File: config.mk
export PLATFORM = sky130hd
export DESIGN_NAME = scc_ctrl
export DESIGN_NICKNAME = d
export VERILOG_FILES = /design/src/hdl/scc_pkg.sv /design/src/hdl/scc_ctrl.sv
export SDC_FILE = /design/constraint.sdc
export NUM_CORES = 2
export LEC_CHECK = 0
export BUFFER_PORTS_ARGS = -buffer_cell sky130_fd_sc_hd__buf_2
export CELL_PAD_IN_SITES_DETAIL_PLACEMENT = 2
export CELL_PAD_IN_SITES_GLOBAL_PLACEMENT = 2
export CORE_MARGIN = 4
export CORE_UTILIZATION = 40
export CTS_CLUSTER_SIZE = 40
export DETAILED_ROUTE_END_ITERATION = 12
export PLACE_DENSITY = 0.81
export SLEW_MARGIN = 20
export SYNTH_ARGS = -nofsm -noshare
export SYNTH_HDL_FRONTEND = slang
export SYNTH_SLANG_ARGS = --single-unit
File: constraint.sdc
create_clock -name clk -period 5.4 [get_ports clk]
set_clock_uncertainty 0.2 [all_clocks]
set_input_delay 0.54 -clock clk [delete_from_list [all_inputs] [get_ports clk]]
set_output_delay 0.54 -clock clk [all_outputs]
set_load 0.01 [all_outputs]
File: src/hdl/scc_pkg.sv
`timescale 1ns / 1ps
// ----------------------------------------------------------------------------
// scc_pkg
// Shared types and constants for the strongly connected components block.
// ----------------------------------------------------------------------------
package scc_pkg;

  localparam int NODE_W            = 6;
  localparam int CNT_W             = 7;
  localparam int NODES             = 64;
  localparam int WALK_W            = NODE_W + CNT_W;
  localparam int MAX_NODES_DEFAULT = 64;
  localparam logic [CNT_W-1:0] NODE_COUNT_RESET = 7'd64;

  typedef enum logic [1:0] {
    FUNC_ADD    = 2'd0,
    FUNC_REMOVE = 2'd1,
    FUNC_CLEAR  = 2'd2,
    FUNC_RUN    = 2'd3
  } func_t;

  typedef enum logic [3:0] {
    ST_IDLE,
    ST_EDGE_RD,
    ST_EDGE_WR,
    ST_P0_OUTER,
    ST_SCAN_RD,
    ST_SCAN_CHK,
    ST_POP_WAIT,
    ST_P1_OUTER,
    ST_P1_WAIT
  } state_t;

  typedef struct packed {
    logic              rd_en;
    logic [NODE_W-1:0] rd_addr;
    logic              wr_en;
    logic [NODE_W-1:0] wr_addr;
    logic [NODES-1:0]  wr_data;
    logic              clr;
  } adj_req_t;

endpackage

File: src/hdl/scc_ctrl.sv
`timescale 1ns / 1ps
// ----------------------------------------------------------------------------
// scc_ctrl
// Sequencer for edge edits and the two depth-first passes. Each neighbor
// test is an adjacency read state followed by a check state through the
// shared scan compare; finish and walk stacks are local memories.
// ----------------------------------------------------------------------------
module scc_ctrl
  import scc_pkg::*;
(
  input  logic              clk,
  input  logic              rst,
  input  logic              start,
  input  logic [1:0]        func,
  input  logic [NODE_W-1:0] from_node,
  input  logic [NODE_W-1:0] to_node,
  input  logic [CNT_W-1:0]  node_lim,
  input  logic [CNT_W-1:0]  run_n,
  input  logic [NODES-1:0]  adj_rdata,
  output adj_req_t          adj_req,
  output logic              busy,
  output logic              result_valid,
  output logic [NODE_W-1:0] node_id,
  output logic [NODE_W-1:0] component_id,
  output logic              last
);

  state_t            state, state_next;
  logic              pass, pass_next;
  logic [CNT_W-1:0]  s, s_next;
  logic [NODE_W-1:0] v, v_next;
  logic [CNT_W-1:0]  j, j_next;
  logic [CNT_W-1:0]  depth, depth_next;
  logic [CNT_W-1:0]  fcount, fcount_next;
  logic [NODE_W-1:0] comp, comp_next;
  logic [CNT_W-1:0]  emit_cnt, emit_cnt_next;
  logic [NODES-1:0]  visited, visited_next;
  func_t             op, op_next;
  logic [NODE_W-1:0] fnode, fnode_next;
  logic [NODE_W-1:0] tnode, tnode_next;

  logic [NODE_W-1:0] fmem [NODES];
  logic [WALK_W-1:0] wmem [NODES];
  logic [NODE_W-1:0] fmem_q;
  logic [WALK_W-1:0] wmem_q;

  logic              fw_en, frd_en, ww_en, wrd_en;
  logic [NODE_W-1:0] fw_addr, frd_addr, ww_addr, wrd_addr;
  logic [NODE_W-1:0] fw_data;
  logic [WALK_W-1:0] ww_data;
  logic              emit;
  logic [NODE_W-1:0] emit_node;
  logic              rbit, hit;
  logic [NODES-1:0]  tmask;

  assign tmask = {{(NODES-1){1'b0}}, 1'b1} << tnode;
  assign rbit  = pass ? adj_rdata[v] : adj_rdata[j[NODE_W-1:0]];
  assign hit   = rbit && (j[NODE_W-1:0] != v) && !visited[j[NODE_W-1:0]];
  assign busy  = (state != ST_IDLE);

  always_comb begin
    state_next    = state;
    pass_next     = pass;
    s_next        = s;
    v_next        = v;
    j_next        = j;
    depth_next    = depth;
    fcount_next   = fcount;
    comp_next     = comp;
    emit_cnt_next = emit_cnt;
    visited_next  = visited;
    op_next       = op;
    fnode_next    = fnode;
    tnode_next    = tnode;
    adj_req       = '0;
    fw_en         = 1'b0;
    fw_addr       = fcount[NODE_W-1:0];
    fw_data       = v;
    frd_en        = 1'b0;
    frd_addr      = '0;
    ww_en         = 1'b0;
    ww_addr       = depth[NODE_W-1:0];
    ww_data       = {v, j + 7'd1};
    wrd_en        = 1'b0;
    wrd_addr      = '0;
    emit          = 1'b0;
    emit_node     = '0;
    case (state)
      ST_IDLE: begin
        if (start) begin
          op_next    = func_t'(func);
          fnode_next = from_node;
          tnode_next = to_node;
          case (func_t'(func))
            FUNC_ADD, FUNC_REMOVE: begin
              if ({1'b0, from_node} < node_lim && {1'b0, to_node} < node_lim) begin
                state_next = ST_EDGE_RD;
              end
            end
            FUNC_CLEAR: begin
              adj_req.clr = 1'b1;
            end
            FUNC_RUN: begin
              visited_next  = '0;
              fcount_next   = '0;
              comp_next     = '0;
              emit_cnt_next = '0;
              s_next        = '0;
              pass_next     = 1'b0;
              state_next    = ST_P0_OUTER;
            end
            default: ;
          endcase
        end
      end
      ST_EDGE_RD: begin
        adj_req.rd_en   = 1'b1;
        adj_req.rd_addr = fnode;
        state_next      = ST_EDGE_WR;
      end
      ST_EDGE_WR: begin
        adj_req.wr_en   = 1'b1;
        adj_req.wr_addr = fnode;
        adj_req.wr_data = (op == FUNC_ADD) ? (adj_rdata | tmask) : (adj_rdata & ~tmask);
        state_next      = ST_IDLE;
      end
      ST_P0_OUTER: begin
        if (s >= run_n) begin
          visited_next = '0;
          pass_next    = 1'b1;
          state_next   = ST_P1_OUTER;
        end else begin
          s_next = s + 7'd1;
          if (!visited[s[NODE_W-1:0]]) begin
            visited_next[s[NODE_W-1:0]] = 1'b1;
            v_next     = s[NODE_W-1:0];
            j_next     = '0;
            depth_next = '0;
            state_next = ST_SCAN_RD;
          end
        end
      end
      ST_SCAN_RD: begin
        if (j >= run_n) begin
          if (!pass) begin
            fw_en       = 1'b1;
            fcount_next = fcount + 7'd1;
          end
          if (depth == '0) begin
            if (pass) begin
              comp_next  = comp + 6'd1;
              state_next = ST_P1_OUTER;
            end else begin
              state_next = ST_P0_OUTER;
            end
          end else begin
            wrd_en     = 1'b1;
            wrd_addr   = depth[NODE_W-1:0] - 6'd1;
            depth_next = depth - 7'd1;
            state_next = ST_POP_WAIT;
          end
        end else begin
          adj_req.rd_en   = 1'b1;
          adj_req.rd_addr = pass ? j[NODE_W-1:0] : v;
          state_next      = ST_SCAN_CHK;
        end
      end
      ST_SCAN_CHK: begin
        if (hit) begin
          ww_en      = 1'b1;
          depth_next = depth + 7'd1;
          visited_next[j[NODE_W-1:0]] = 1'b1;
          if (pass) begin
            emit          = 1'b1;
            emit_node     = j[NODE_W-1:0];
            emit_cnt_next = emit_cnt + 7'd1;
          end
          v_next = j[NODE_W-1:0];
          j_next = '0;
        end else begin
          j_next = j + 7'd1;
        end
        state_next = ST_SCAN_RD;
      end
      ST_POP_WAIT: begin
        v_next     = wmem_q[WALK_W-1:CNT_W];
        j_next     = wmem_q[CNT_W-1:0];
        state_next = ST_SCAN_RD;
      end
      ST_P1_OUTER: begin
        if (fcount == '0) begin
          state_next = ST_IDLE;
        end else begin
          frd_en      = 1'b1;
          frd_addr    = fcount[NODE_W-1:0] - 6'd1;
          fcount_next = fcount - 7'd1;
          state_next  = ST_P1_WAIT;
        end
      end
      ST_P1_WAIT: begin
        if (visited[fmem_q]) begin
          state_next = ST_P1_OUTER;
        end else begin
          visited_next[fmem_q] = 1'b1;
          emit          = 1'b1;
          emit_node     = fmem_q;
          emit_cnt_next = emit_cnt + 7'd1;
          v_next        = fmem_q;
          j_next        = '0;
          depth_next    = '0;
          state_next    = ST_SCAN_RD;
        end
      end
      default: begin
        state_next = ST_IDLE;
      end
    endcase
  end

  always_ff @(posedge clk) begin
    if (rst) begin
      state        <= ST_IDLE;
      result_valid <= 1'b0;
      fcount       <= '0;
      depth        <= '0;
      comp         <= '0;
      emit_cnt     <= '0;
      visited      <= '0;
      pass         <= 1'b0;
    end else begin
      state        <= state_next;
      result_valid <= emit;
      fcount       <= fcount_next;
      depth        <= depth_next;
      comp         <= comp_next;
      emit_cnt     <= emit_cnt_next;
      visited      <= visited_next;
      pass         <= pass_next;
    end
  end

  always_ff @(posedge clk) begin
    s     <= s_next;
    v     <= v_next;
    j     <= j_next;
    op    <= op_next;
    fnode <= fnode_next;
    tnode <= tnode_next;
    if (emit) begin
      node_id      <= emit_node;
      component_id <= comp;
      last         <= (emit_cnt == run_n - 7'd1);
    end
  end

  always_ff @(posedge clk) begin
    if (fw_en) begin
      fmem[fw_addr] <= fw_data;
    end
    if (frd_en) begin
      fmem_q <= fmem[frd_addr];
    end
    if (ww_en) begin
      wmem[ww_addr] <= ww_data;
    end
    if (wrd_en) begin
      wmem_q <= wmem[wrd_addr];
    end
  end

endmodule

; Yosys cells after proc, flatten, opt, wreduce, memory -nomap -nowiden
; Memory sizes are Yosys's and may differ from the RTL's. A register that Yosys moved wholly into a read port is not among the register bits.
; Index checks and enable logic that the tools add are counted.
[totals]
ram_bits = 1216
memories = 2
in_bits = 95
out_inout_bits = 94
regBits = 144
[memory_table]
columns = memory, words, word_bits, read_ports, rd_clocked_by_memory_dff, wr, line
row1 = wmem, 64, 13, 1, 1, 1, scc_ctrl.sv:43  ; logic [WALK_W-1:0] wmem [NODES];
row2 = fmem, 64, 6, 1, 1, 1, scc_ctrl.sv:42  ; logic [NODE_W-1:0] fmem [NODES];
[op_classes]
muxes = 106
eq_ne = 30
magnitude_cmp = 11
n_bitwise = 6
reduce_logical = 33
n_shift = 1
add_sub_neg = 11
[ops]
columns = op, count
row1 = 64-bit two-way mux, 7
row2 = 64-bit OR, 4
row3 = 64-bit case mux with 4 select lines, 1
row4 = 7-bit two-way mux, 17
row5 = 6-bit two-way mux, 18
row6 = 71-bit two-way mux, 1
row7 = 64-bit AND, 1
row8 = 64-bit NOT, 1
row9 = "1-bit by 6-bit << shifter with 64-bit output, first input constant", 1
row10 = 7-bit case mux with 4 select lines, 2
row11 = 7-bit case mux with 3 select lines, 2
row12 = "7-bit by 1-bit adder with 7-bit output, second input constant", 5
row13 = 1-bit two-way mux, 32
row14 = 1-bit binary-select mux with 6-bit select, 5
row15 = "6-bit by 7-bit < comparator with 1-bit output, second input constant", 4
row16 = 4-bit two-way mux, 7
row17 = 4-bit case mux with 7 select lines, 1
row18 = 7-bit case mux with 2 select lines, 2
row19 = "2-bit inequality test, second input constant", 13
row20 = 6-bit case mux with 2 select lines, 2
row21 = 6-bit case mux with 4 select lines, 1
row22 = 6-bit AND reduction, 4
row23 = "7-bit by 1-bit subtractor with 7-bit output, second input constant", 3
row24 = 1-bit demux with 6-bit select, 3
row25 = 33 further kinds, 61

; Longest topological paths before layout
[depth]
ltp_word = 9
ltp_mapped = 17
depth_no_buf = 13

; Worst setup path after synthesis
; No wires, ideal clock.
[synth_path]
kind = flip-flop to flip-flop
startpoint = register v[0] (netlist: fw_data[0])
endpoint = memory wmem[30][0] in the netlist's numbering (enable)
path_stages_with_launch = 14
arrival_ps = 4600
period_less_slack_ps = 5182
path_buffers = 4
setup_ps = 382
path_slack_ps = 218
cell_sequence = edfxtp_1 -> buf_2 -> buf_4 -> buf_4 -> mux2i_1 -> a22oi_1 -> nand3_1 -> nand2_1 -> o21ai_0 -> nand3_1 -> and3_1 -> clkbuf_1 -> nand4_1 -> nor2_1
[synth_via]
elab_chain_cells = 9
word_cells_on_any_way = 10
classes_between = eq/ne (1) / mux (7) / reduce/logical (2)
[synth_rtl]
columns = element, line
row1 = start: declaration, scc_ctrl.sv:31  ; logic [NODE_W-1:0] v, v_next;
row2 = start signal: assignment, scc_ctrl.sv:244  ; v <= v_next;
row3 = 1-bit binary-select mux with 6-bit select, scc_ctrl.sv:57  ; assign rbit = pass ? adj_rdata[v] : adj_rdata[j[NODE_W-1:0]];
row4 = 1-bit two-way mux (implied by the code), scc_ctrl.sv:57
row5 = 1-bit two-way mux, scc_ctrl.sv:57
row6 = 1-bit logical AND (*) (2 in a row), scc_ctrl.sv:58  ; assign hit = rbit && (j[NODE_W-1:0] != v) && !visited[j[NODE_W-1:0]];
row7 = 1-bit two-way mux (*), scc_ctrl.sv:169  ; if (hit) begin
row8 = 1-bit two-way mux (*), scc_ctrl.sv:88  ; case (state)
row9 = 1-bit two-way mux (*), scc_ctrl.sv:263  ; if (ww_en) begin
row10 = 1-bit two-way mux (implied by the code) (*), scc_ctrl.sv:264  ; wmem[ww_addr] <= ww_data;
row11 = end: declaration, scc_ctrl.sv:43
; Mark *: on every way between the ends. The rest lies on a longest branch, timed or not. The select of a mux whose other input is x is not followed.

; Worst setup path in the final report
[layout_path]
startpoint = register j[2]
endpoint = memory fmem[43][5] (enable)
[layout_via]
elab_chain_cells = 5
[layout_rtl]
columns = element, line
row1 = start: declaration, scc_ctrl.sv:32  ; logic [CNT_W-1:0] j, j_next;
row2 = start signal: assignment, scc_ctrl.sv:245  ; j <= j_next;
row3 = 7-bit >= comparator, scc_ctrl.sv:144  ; if (j >= run_n) begin
row4 = 1-bit two-way mux, scc_ctrl.sv:144
row5 = 1-bit two-way mux, scc_ctrl.sv:88
row6 = 1-bit two-way mux, scc_ctrl.sv:257  ; if (fw_en) begin
row7 = 1-bit two-way mux (implied by the code), scc_ctrl.sv:258  ; fmem[fw_addr] <= fw_data;
row8 = end: declaration, scc_ctrl.sv:42
; Every way passes these cells.

==> impl_metrics.toml <==
[run_status]
status = "finished, final reports clean"

[routing]
vias_per_cell = 6.586
wl_mm = 261.9
wl_per_cell_um = 36.16
wl_met3_mm = 21.41
dr.max_layer_used = "met5"
drc = 0
dr.pass1.iters = 6
vias = 47710
route.met2.wl_mm = 126.6
wl_met1_mm = 98.02
antenna_left = 0
first_iter_violations = 6252

[layout]
syn2layout_area_growth_pct = 14.62
drive_above_1_share = 0.1790
fill_cells = 15160
finalNetCount = 5193

[critical_path]
crit_fanout = 17
path_buf_inv = 3
crit-reg2reg-capture = "fmem[43][5]"
crit_arrival_ns = 5.53
worstPathRequired_ns = 5.62
slowest_delay_ns = 0.86
cp-start-kind = "flop"
slowest_stage = "edfxtp_1"
critPathKind = "flop to flop"
reg2reg_slack_ns = 0.09
path_cells = "buf_4 > ha_1 > a211o_1 > o2111ai_1 > buf_4 > nand2_1 > buf_4 > nand2_1 > nor3_1 > nand3b_1 > nor2_1"
crit_family = "simple AND/OR/NAND/NOR gates"
end_kind = "flop"
reg2reg_from = "j[2]"
rr_worst_depth = 11
cp_common_cell = "buf_4"

[timing]
finalSetupTns_ns = 0
fmax_mhz = 188.5
fin_crit_sh = 0.9826
finalSetupViolCount = 0
slew_viol_final = 0
worst_pin_slew_ns = 1.166
hold_viol = 0
maxSlewHeadroom = 0.2170
timing.final.crit_period_ns = 5.306

[clocking]
cts.path.max_buffers = 3
clockRootBuffer = "clkbuf_16"
cts_buffers = 152
htree_levels = 4
clk_pin_slew_worst_paths_ns = 0.06
clock-sinks = 1379
cts_tree = "built"
worstSkewPairLatency_ns = 0.81

[floorplan]
num_rows = 145
io_pins = 189
start_util = 0.4030
die_area_mm2 = 0.1640
die_y_um = 404.9
dieWidth_um = 404.9
coreArea_mm2 = 0.1564

[min_path]
hold_start = "run_n[4]"
min_path_cells = 3
hold_end = "last"
holdCritPathClass = "input port to flop"

[logic_synthesis]
synth_compound_area_frac = 0.1188
muxShareOfSynthArea = 0.08869
synthCells = 4800
synth_top_cell_area_share = 0.6109
ys_top_cells_by_count = "edfxtp_1, nand2_1, nor2_1"
async_reset_ff_frac = 0
synth_xor_area_frac = 0.006949
synth-seq-area-share = 0.6417
synth-simple-area-share = 0.1084
synth_edf_count = 1282
synth.most_common_cell = "edfxtp_1"
syn_nets = 4938
synth-main-ff-cell = "edfxtp_1"
syn-mean-instance-area_um2 = 13.13
synth_top_family_by_area = "compound AO/OA/AOI/OAI gates"
yosysTopAreaCell = "edfxtp_1"
synth_fa_ha_area_frac = 0.008775
syn-cell-area_mm2 = 0.06302
ys_types = 98
ys_ff_latch = 1379
yosys_warnings = 0
synthTopCellsByArea = "edfxtp_1, mux4_2, mux2i_1"

[run]
drv_cap = 0

[placed_design]
dp_hpwl_mm = 166.6
place_congestion = 0.9478
io_buffers = 188

[grt]
grt_max_degree = 102
grtUsageTotal = 0.3110
grt_pass1_wl_mm = 373.8
grt_pass1_vias = 50620
grt.overflow.total = 0
antenna_found_initial = 8

[pwr]
power_leakage_uw = 0.02401
ir_drop_v = 0.0002508
p_per_area_mw_per_mm2 = 332.5
power.total_uw = 24020
[state kept, by name, indices dropped and copies added, names as in the netlist, 7 cells and up]
signal    cells
fcount        7
emit_cnt      7
wmem_q       13
wmem        832
s             7
visited      64
fmem        384
j             7
depth         7
[report_power, final]
part | switching [uW] | internal, uW | leakage, uW
logic | 1460 | 485 | 0.00936
clock network | 4640 | 5600 | 0.00230
registers | 131 | 11700 | 0.0124
total | 6230 | 17800 | 0.0240
[layer usage]
layer / vias to the layer above / track usage
li1: 19210 / -
met1: 24860 / 0.3792
met2: 2817 / 0.5226
met3: 810 / 0.06218
met4: 8 / 0.1643
met5: - / 0
[worst reg2reg max path, stage by stage (launching register included)]
cell and delay, ns:
edfxtp_1 0.86, buf_4 0.31, ha_1 0.24, a211o_1 0.14, o2111ai_1 0.23, buf_4 0.25, nand2_1 0.31, buf_4 0.25
nand2_1 0.15, nor3_1 0.54, nand3b_1 0.71, nor2_1 0.74
[cells by family after synthesis]
| logic type | after synthesis |
|---|---|
| AOI/OAI and AO/OA | 1065 |
| muxes | 397 |
| and+or+nand+nor | 1468 |
| DFF | 1379 |
| buffers and inverters | 398 |
| xor gates and xnor gates | 50 |
| adders and majority gates | 43 |
[area by class of cell]
type / instances / area, um2 / share of cell area
sequential: 1379 / 40440 / 0.5599
multi-input combinational: 3023 / 21190 / 0.2933
clock buffer: 196 / 4074 / 0.05640
timing repair buffer: 453 / 3120 / 0.04320
tap: 2058 / 2575 / 0.03565
clock inverter: 82 / 644.4 / 0.008921
inverter: 46 / 172.7 / 0.002390
antenna: 6 / 15.01 / 0.0002079
[placed cells by master, fill, tap and decap left out, types with 26 or more instances in the layout]
master	netlist	final
o21ai_0	184	183
buf_4	14	238
clkinv_1	0	38
mux2i_1	228	228
and2_0	48	47
o22ai_1	56	56
o221ai_1	33	33
clkbuf_1	225	38
a221oi_1	82	82
or3_1	107	107
edfxtp_1	1282	1282
dfxtp_1	97	95
nor3_1	107	102
a211oi_1	55	55
a22oi_1	35	35
ha_1	41	39
nand4_1	26	26
o221a_2	37	37
a21oi_1	194	193
inv_1	42	40
nor2b_1	26	26
nor2_1	426	409
mux2_2	36	36
mux4_2	124	124
buf_2	74	188
a31oi_1	93	92
nand3_1	141	141
clkbuf_16	0	156
nand2_1	442	439
o211ai_1	64	64
[repair_timing]
action | CTS | global route
buffers inserted | 0 | 1
endpoints found under the hold margin | 14 | 0
hold buffers | 14 | 0
gates resized for setup | 0 | 5
endpoints found under the setup margin | 0 | 52
[metrics by stage]
stage               worst slack [ns]  std cells  utilization  hold WS (ns)  cell area [um2]
floorplan                     0.2179       4800            -        0.2280            63020
CTS                          0.02959       7231       0.4608       0.01363            72070
global placement              0.5443       6939       0.4298        0.2458            67210
global route               -0.005356       7237       0.4618       0.05164            72220
finish                       0.09383       7243       0.4619       0.06364            72230
detailed placement            0.1841       6939       0.4298        0.2534            67210
[how the worst max path moves through the flow]
stage | end | cells past startpoint | start | slack, ns
after floorplan | wmem[30][0] | 13 | fw_data[0] | 0.22
after global placement | wmem_q[11] | 13 | j[0] | 0.54
after detailed placement | fmem[3][0] | 12 | j[0] | 0.18
after CTS | wmem_q[6] | 9 | state[2] | 0.03
after global routing | fmem[43][5] | 11 | j[2] | -0.005
final | fmem[43][5] | 11 | j[2] | 0.09
(Power assumes the default switching activity.)
